## config.mk

```make
export PLATFORM = sky130hd
export DESIGN_NAME = rrba_div
export DESIGN_NICKNAME = d
export VERILOG_FILES = /design/src/design/rrba_pkg.sv /design/src/design/rrba_div.sv
export SDC_FILE = /design/constraint.sdc
export NUM_CORES = 1
export LEC_CHECK = 0
export CORE_MARGIN = 1.5
export CORE_UTILIZATION = 23
export CTS_CLUSTER_DIAMETER = 80
export DETAILED_ROUTE_END_ITERATION = 16
export DONT_BUFFER_PORTS = 1
export GPL_ROUTABILITY_DRIVEN = 0
export PLACE_DENSITY = 0.36
export SLEW_MARGIN = 10
export SYNTH_ARGS = -nofsm -noshare
export SYNTH_HDL_FRONTEND = slang
export SYNTH_SLANG_ARGS = --single-unit
```

## constraint.sdc

```tcl
create_clock -name clk_i -period 4.4 [get_ports clk_i]
set_input_delay 0.44 -clock clk_i [delete_from_list [all_inputs] [get_ports clk_i]]
set_output_delay 0.44 -clock clk_i [all_outputs]
set_load 0.005 [all_outputs]
```

## src/design/rrba_pkg.sv

```systemverilog
// Package for the rational reduction block: widths, limits, state codes.
// No dependencies.
`timescale 1ns / 1ps
`default_nettype none
package rrba_pkg;
  localparam int unsigned WordW = 63;
  localparam int unsigned PartW = 31;
  localparam int unsigned ExpW = 8;
  localparam longint unsigned PartLimitDef = 64'd2147483647;
  localparam longint unsigned SmallLimitDef = 64'd65535;
  localparam int unsigned StepLimitDef = 200;
  localparam logic [63:0] SatCap = 64'h7FFF_FFFF_FFFF_FFFF;

  typedef enum logic [3:0] {
    ST_IDLE, ST_DIV, ST_STEP, ST_MUL_N, ST_WAIT_N, ST_WAIT_NR, ST_WAIT_DR,
    ST_UPD, ST_PICK, ST_KDIV, ST_WAIT_K, ST_SCALE_N, ST_WAIT_SN, ST_WAIT_SD,
    ST_DONE
  } state_e;

  // Request to the shared divider.
  typedef struct packed {
    logic        start;
    logic [63:0] dividend;
    logic [63:0] divisor;
  } div_req_t;

  // Full 128-bit product held within SatCap.
  function automatic logic [63:0] sat_cap(input logic [127:0] p);
    if (p > {64'd0, SatCap}) return SatCap;
    return p[63:0];
  endfunction
endpackage
`default_nettype wire

```

## src/design/rrba_div.sv

```systemverilog
// Restoring radix-2 divider, one quotient bit per cycle.
// Depends on rrba_pkg.
`timescale 1ns / 1ps
`default_nettype none
module rrba_div
  import rrba_pkg::*;
(
  input  wire logic        clk_i,
  input  wire logic        rst_ni,
  input  wire div_req_t    req_i,
  output logic             done_o,
  output logic [63:0]      quot_o
);
  logic [63:0] rem_q, rem_d, quo_q, quo_d, dvs_q, dvs_d;
  logic [6:0]  cnt_q, cnt_d;
  logic        busy_q, busy_d, done_q, done_d;
  logic [64:0] trial;

  // One shift-subtract step per cycle.
  always_comb begin
    rem_d = rem_q; quo_d = quo_q; dvs_d = dvs_q; cnt_d = cnt_q;
    busy_d = busy_q; done_d = 1'b0;
    trial = '0;
    if (req_i.start) begin
      rem_d = '0; quo_d = req_i.dividend; dvs_d = req_i.divisor;
      cnt_d = 7'd64; busy_d = 1'b1;
    end else if (busy_q) begin
      trial = {rem_q, quo_q[63]} - {1'b0, dvs_q};
      if (!trial[64]) rem_d = trial[63:0];
      else rem_d = {rem_q[62:0], quo_q[63]};
      quo_d = {quo_q[62:0], ~trial[64]};
      cnt_d = cnt_q - 7'd1;
      if (cnt_q == 7'd1) begin
        busy_d = 1'b0; done_d = 1'b1;
      end
    end
  end

  always_ff @(posedge clk_i or negedge rst_ni) begin
    if (!rst_ni) begin
      busy_q <= 1'b0; done_q <= 1'b0; cnt_q <= '0;
    end else begin
      busy_q <= busy_d; done_q <= done_d; cnt_q <= cnt_d;
    end
  end

  always_ff @(posedge clk_i) begin
    rem_q <= rem_d; quo_q <= quo_d; dvs_q <= dvs_d;
  end

  assign done_o = done_q;
  assign quot_o = quo_q;

  a_done_pulse: assert property (@(posedge clk_i) disable iff (!rst_ni)
    done_q |=> !done_q) else $error("divider done held");
  a_busy_clear: assert property (@(posedge clk_i) disable iff (!rst_ni)
    done_q |-> !busy_q) else $error("divider busy at done");
  a_cnt_range: assert property (@(posedge clk_i) disable iff (!rst_ni)
    cnt_q <= 7'd64) else $error("divider count out of range");
endmodule
`default_nettype wire

```

Word level (Yosys, flattened, before mapping)
Cells that the tools add are included.
Cells by class
  mux-type cells: 11
  add/sub/neg operators: 2
  equality and inequality tests: 1
  reductions and logical operators: 1
  bitwise logic cells: 1
Operators by type and width (number)
  $mux 64: 3
  $sub 65x64->65: 1
  $mux 7: 2
  $eq 7x1->1 const B: 1
  $sub 7x1->7 const B: 1
  $mux 1: 6
  $reduce_bool 2->1: 1
  $not 1->1: 1
Word-level totals
  register bits: 201
  output and inout bits: 65
  word-level logic and storage cells: 22
  bits of input ports: 131

Depth between registers and ports, before layout
  depth after elaboration: 4
  gate-level depth with buffers: 16
  gate-level depth less buffers: 14

Least setup slack after synthesis
OpenSTA, ideal clock, no wires.
  path kind: register to register
  from: reg quo_q[63] (netlist: quot_o[63])
  to: reg rem_q[38]
  required time: 4.309 ns
  arrival: 3.192 ns
  path slack: 1.117 ns
  clock period less this slack: 3.283 ns
  library setup time: 0.091 ns
  cell stages (with the launch flop): 16
  buffers on the path: 1
  cell sequence: edfxtp_1 inv_1 ha_1 fa_1 nand2b_1 a21oi_1 o221ai_1 and3_1 o31a_1 o21ai_0 a221o_1 clkbuf_1 a21oi_1 xnor2_1 nand2_1 a311oi_1
Between the ends
  longest elaborated chain between the ends: 2
RTL lines
  from (decl): RTL line rrba_div.sv:14  | logic [63:0] rem_q, rem_d, quo_q, quo_d, dvs_q, dvs_d;
  from (signal assigned): RTL line rrba_div.sv:48  | rem_q <= rem_d; quo_q <= quo_d; dvs_q <= dvs_d;
  $sub 65x64->65: RTL line rrba_div.sv:28  | trial = {rem_q, quo_q[63]} - {1'b0, dvs_q};
  $mux 64: RTL line rrba_div.sv:29  | if (!trial[64]) rem_d = trial[63:0];
  to (signal assigned): RTL line rrba_div.sv:48
  to (decl): RTL line rrba_div.sv:14
Every way passes these cells.
A chain may end at the register's enable or synchronous reset.

Worst setup path in the final report
  from: reg quo_q[63] (netlist: quot_o[63])
  to: reg rem_q[27]
The elaborated chain is that of the path after synthesis.

==> flow_metrics.tcl <==
set metrics [dict create \
    synth.area.top_cells "edfxtp_1, dfxtp_1, ha_1" \
    nets 1467 \
    critical_path_class "register to register" \
    timing.fmax_mhz 253 \
    viasPerCell 4.68 \
    overflow 0 \
    synth-simple-area-share 0.143 \
    final_hold_viol_count 0 \
    ctsResizeCount 0 \
    crit_path_end_kind "register" \
    ir_drop_uv 291 \
    hold_class "input pin to register" \
    ios 196 \
    critPathTopFamily "compound AO/OA/AOI/OAI gates" \
    crit_path_max_incr_delay_ns 0.43 \
    synth-edff-count 128 \
    routed_wirelength_mm 35.1 \
    antenna_found_initial 0 \
    min_period_over_period 0.898 \
    powerDensity_nw_per_um2 671 \
    p_leak_nw 5.73 \
    vias 9184 \
    fin_tns_setup_ns 0 \
    ys.flop_type "edfxtp_1" \
    dieArea_um2 52500 \
    fin_cells 1963 \
    max_slew_margin 0.311 \
    synth_area_per_cell_um2 9.64 \
    grt_util_met3 0.0320 \
    synth_cells 1221 \
    grt_max_degree 125 \
    grt_use_met1 0.173 \
    wl_per_cell_um 17.9 \
    syn-num-nets 1419 \
    cp_slowest_cell "edfxtp_1" \
    cts-root-buf "clkbuf_16" \
    rsz0062_at_grt "no" \
    n_antenna_cell 0 \
    fp.coreArea_um2 50400 \
    grt_util_all_layers 0.132 \
    numPortBuffers 0 \
    clk_pin_slew_ns 0.05 \
    die_x_um 229 \
    yosysTopAreaCellShare 0.327 \
    synthAdderAreaFrac 0.0719 \
    die_height_um 229 \
    outcome "complete, no violations" \
    maxCapViolCount 0 \
    grt_pass1_wl_mm 55.4 \
    ys_warn_count 0 \
    grt_pass1_vias 9467 \
    slew_violations 0 \
    yosys.cell_types.count 59 \
    setup_viol_count_final 0 \
    grt_use_met2 0.219 \
    placedCellCount 1841 \
    cp_max_fo 26 \
    ys_top_cells_by_count "nand2_1, edfxtp_1, nor2_1" \
    start_util 0.234 \
    yosysSeqAreaShare 0.455 \
    holdWs_ns 0.0545 \
    async_reset_ff_frac 0.0448 \
    cp.required_ns 4.86 \
    first_pass_iters 5 \
    layout-drive-gt1-share 0.109 \
    cts_buffer_depth 3 \
    crit_chain "inv_1 -> ha_1 -> fa_1 -> nand2b_1 -> a21oi_1 -> o221ai_1 -> nand3_1 -> o311ai_1 -> a21o_1 -> a21oi_2 -> a31oi_4 -> xnor2_4 -> buf_12 -> nand2_1 -> a311oi_1" \
    drc 0 \
    synth-xor-area-share 0.0467 \
    ys_seq_elements 201 \
    crit_path_start_kind "register" \
    cts_made_buffers 28 \
    first_iter_violations 479 \
    worst_slew_pin_slew_ns 1.03 \
    grt.busiest_layer "met2" \
    num_rows 82 \
    synth_top_family_by_area "compound AO/OA/AOI/OAI gates" \
    synth_compound_area_frac 0.172 \
    htreeDepth 1 \
    worstPathArrival_ns 4.41 \
    dpl.hpwl_mm 23.9 \
    antenna_left 0 \
    synth_mux_area_frac 0.0620 \
    synth_area_um2 11800 \
    area_growth_pct 21.2 \
    synth_most_common_cell "nand2_1" \
    insertion_delay_ns 0.57 \
    clock-sinks 201 \
    worstPathBufferInverterCount 2 \
    synth_largest_area_cell "edfxtp_1" \
    fin_crit_ns 3.95 \
    cts_tree "done" \
    fin_skew_ns 0.0216 \
]
## stage by stage
step,util,setup slack [ns],total power [W],instance area [um^2]
after floorplan,-,1.12,0.00594,11800
after global placement,0.249,0.372,0.00707,12500
after detailed placement,0.249,0.193,0.00705,12500
after CTS,0.283,0.184,0.00970,14200
after global routing,0.283,0.0498,0.0103,14300
final,0.283,0.449,0.00957,14300
## path summary, 6_finish.rpt
| kind | depth (start not counted) | from | slack, ns | endpoint |
|---|---|---|---|---|
| max in group asynchronous | 1 | rst_ni | 3.82 | busy_q |
| worst max-delay path | 15 | quot_o[63] | 0.45 | rem_q[27] |
| worst min register to register | 2 | rem_q[29] | 0.49 | rem_q[30] |
| worst min-delay path | 0 | req_i[128] | 0.05 | dvs_q[18] |
| worst max register to register | 15 | quot_o[63] | 0.45 | rem_q[27] |
| min in group asynchronous | 1 | rst_ni | 0.25 | cnt_q[6] |
## sequential cells by signal, indices dropped and copies added, names as in the netlist
name and count:
rem_q 64, done_o 1, cnt_q 7, quot_o 64
busy_q 1, dvs_q 64
## where the power goes
part | internal, W | switching (W) | total, W
Clock | 0.00156 | 0.000919 | 0.00248
Combinational | 0.00176 | 0.00246 | 0.00422
Sequential | 0.00250 | 0.000375 | 0.00287
Total | 0.00581 | 0.00376 | 0.00957
## placed cells by master (no fill, tap or decap), types with 7 or more instances in the layout
cell / Yosys / final
nand2_1: 161 / 160
edfxtp_1: 128 / 128
nor2_1: 96 / 96
inv_1: 84 / 84
a21oi_1: 80 / 80
ha_1: 66 / 66
dlygate4sd3_1: 0 / 65
dfxtp_1: 64 / 64
mux2_2: 63 / 63
a311oi_1: 52 / 52
o21ai_0: 47 / 47
xnor2_1: 34 / 34
a21o_1: 31 / 31
clkbuf_16: 0 / 30
nand3_1: 25 / 25
xor2_1: 25 / 25
nand4_1: 20 / 20
a211oi_1: 16 / 16
buf_4: 0 / 15
nand2b_1: 13 / 13
o21a_1: 12 / 12
nor3_1: 12 / 12
and3_1: 11 / 11
nor2b_1: 9 / 9
clkinv_2: 0 / 8
dfrtp_1: 9 / 8
o21bai_1: 7 / 7
and2_1: 7 / 7
or3_1: 7 / 7
## cell type report
class	instances	area, um^2
timing repair buffer	86	883
inverter	84	315
sequential	201	5350
multi-input combinational	868	5850
fill	5374	36100
clock buffer	33	782
tap	672	841
clock inverter	19	235
## cell families (layout without fill, tap and decap cells)
family                   after synthesis  count (layout)
flip-flops                           201             201
buffers and inverters                152             222
XOR/XNOR                              61              61
adder cells (fa/ha/maj)               67              67
AND/OR/NAND/NOR                      377             377
AO/OA/AOI/OAI                        298             298
multiplexers                          65              65
## metal layers
layer / share of wire / wire length, um
met5: 0 / 0
met4: 0.022 / 770
met3: 0.057 / 2010
met2: 0.46 / 16200
met1: 0.46 / 16100
## repair_timing
item / CTS / global route
setup buffers: 0 / 2
hold endpoints to repair: 105 / 0
endpoints found under the setup margin: 0 / 33
hold buffers: 68 / 0
Note: power is estimated with default switching activity, not from simulation.
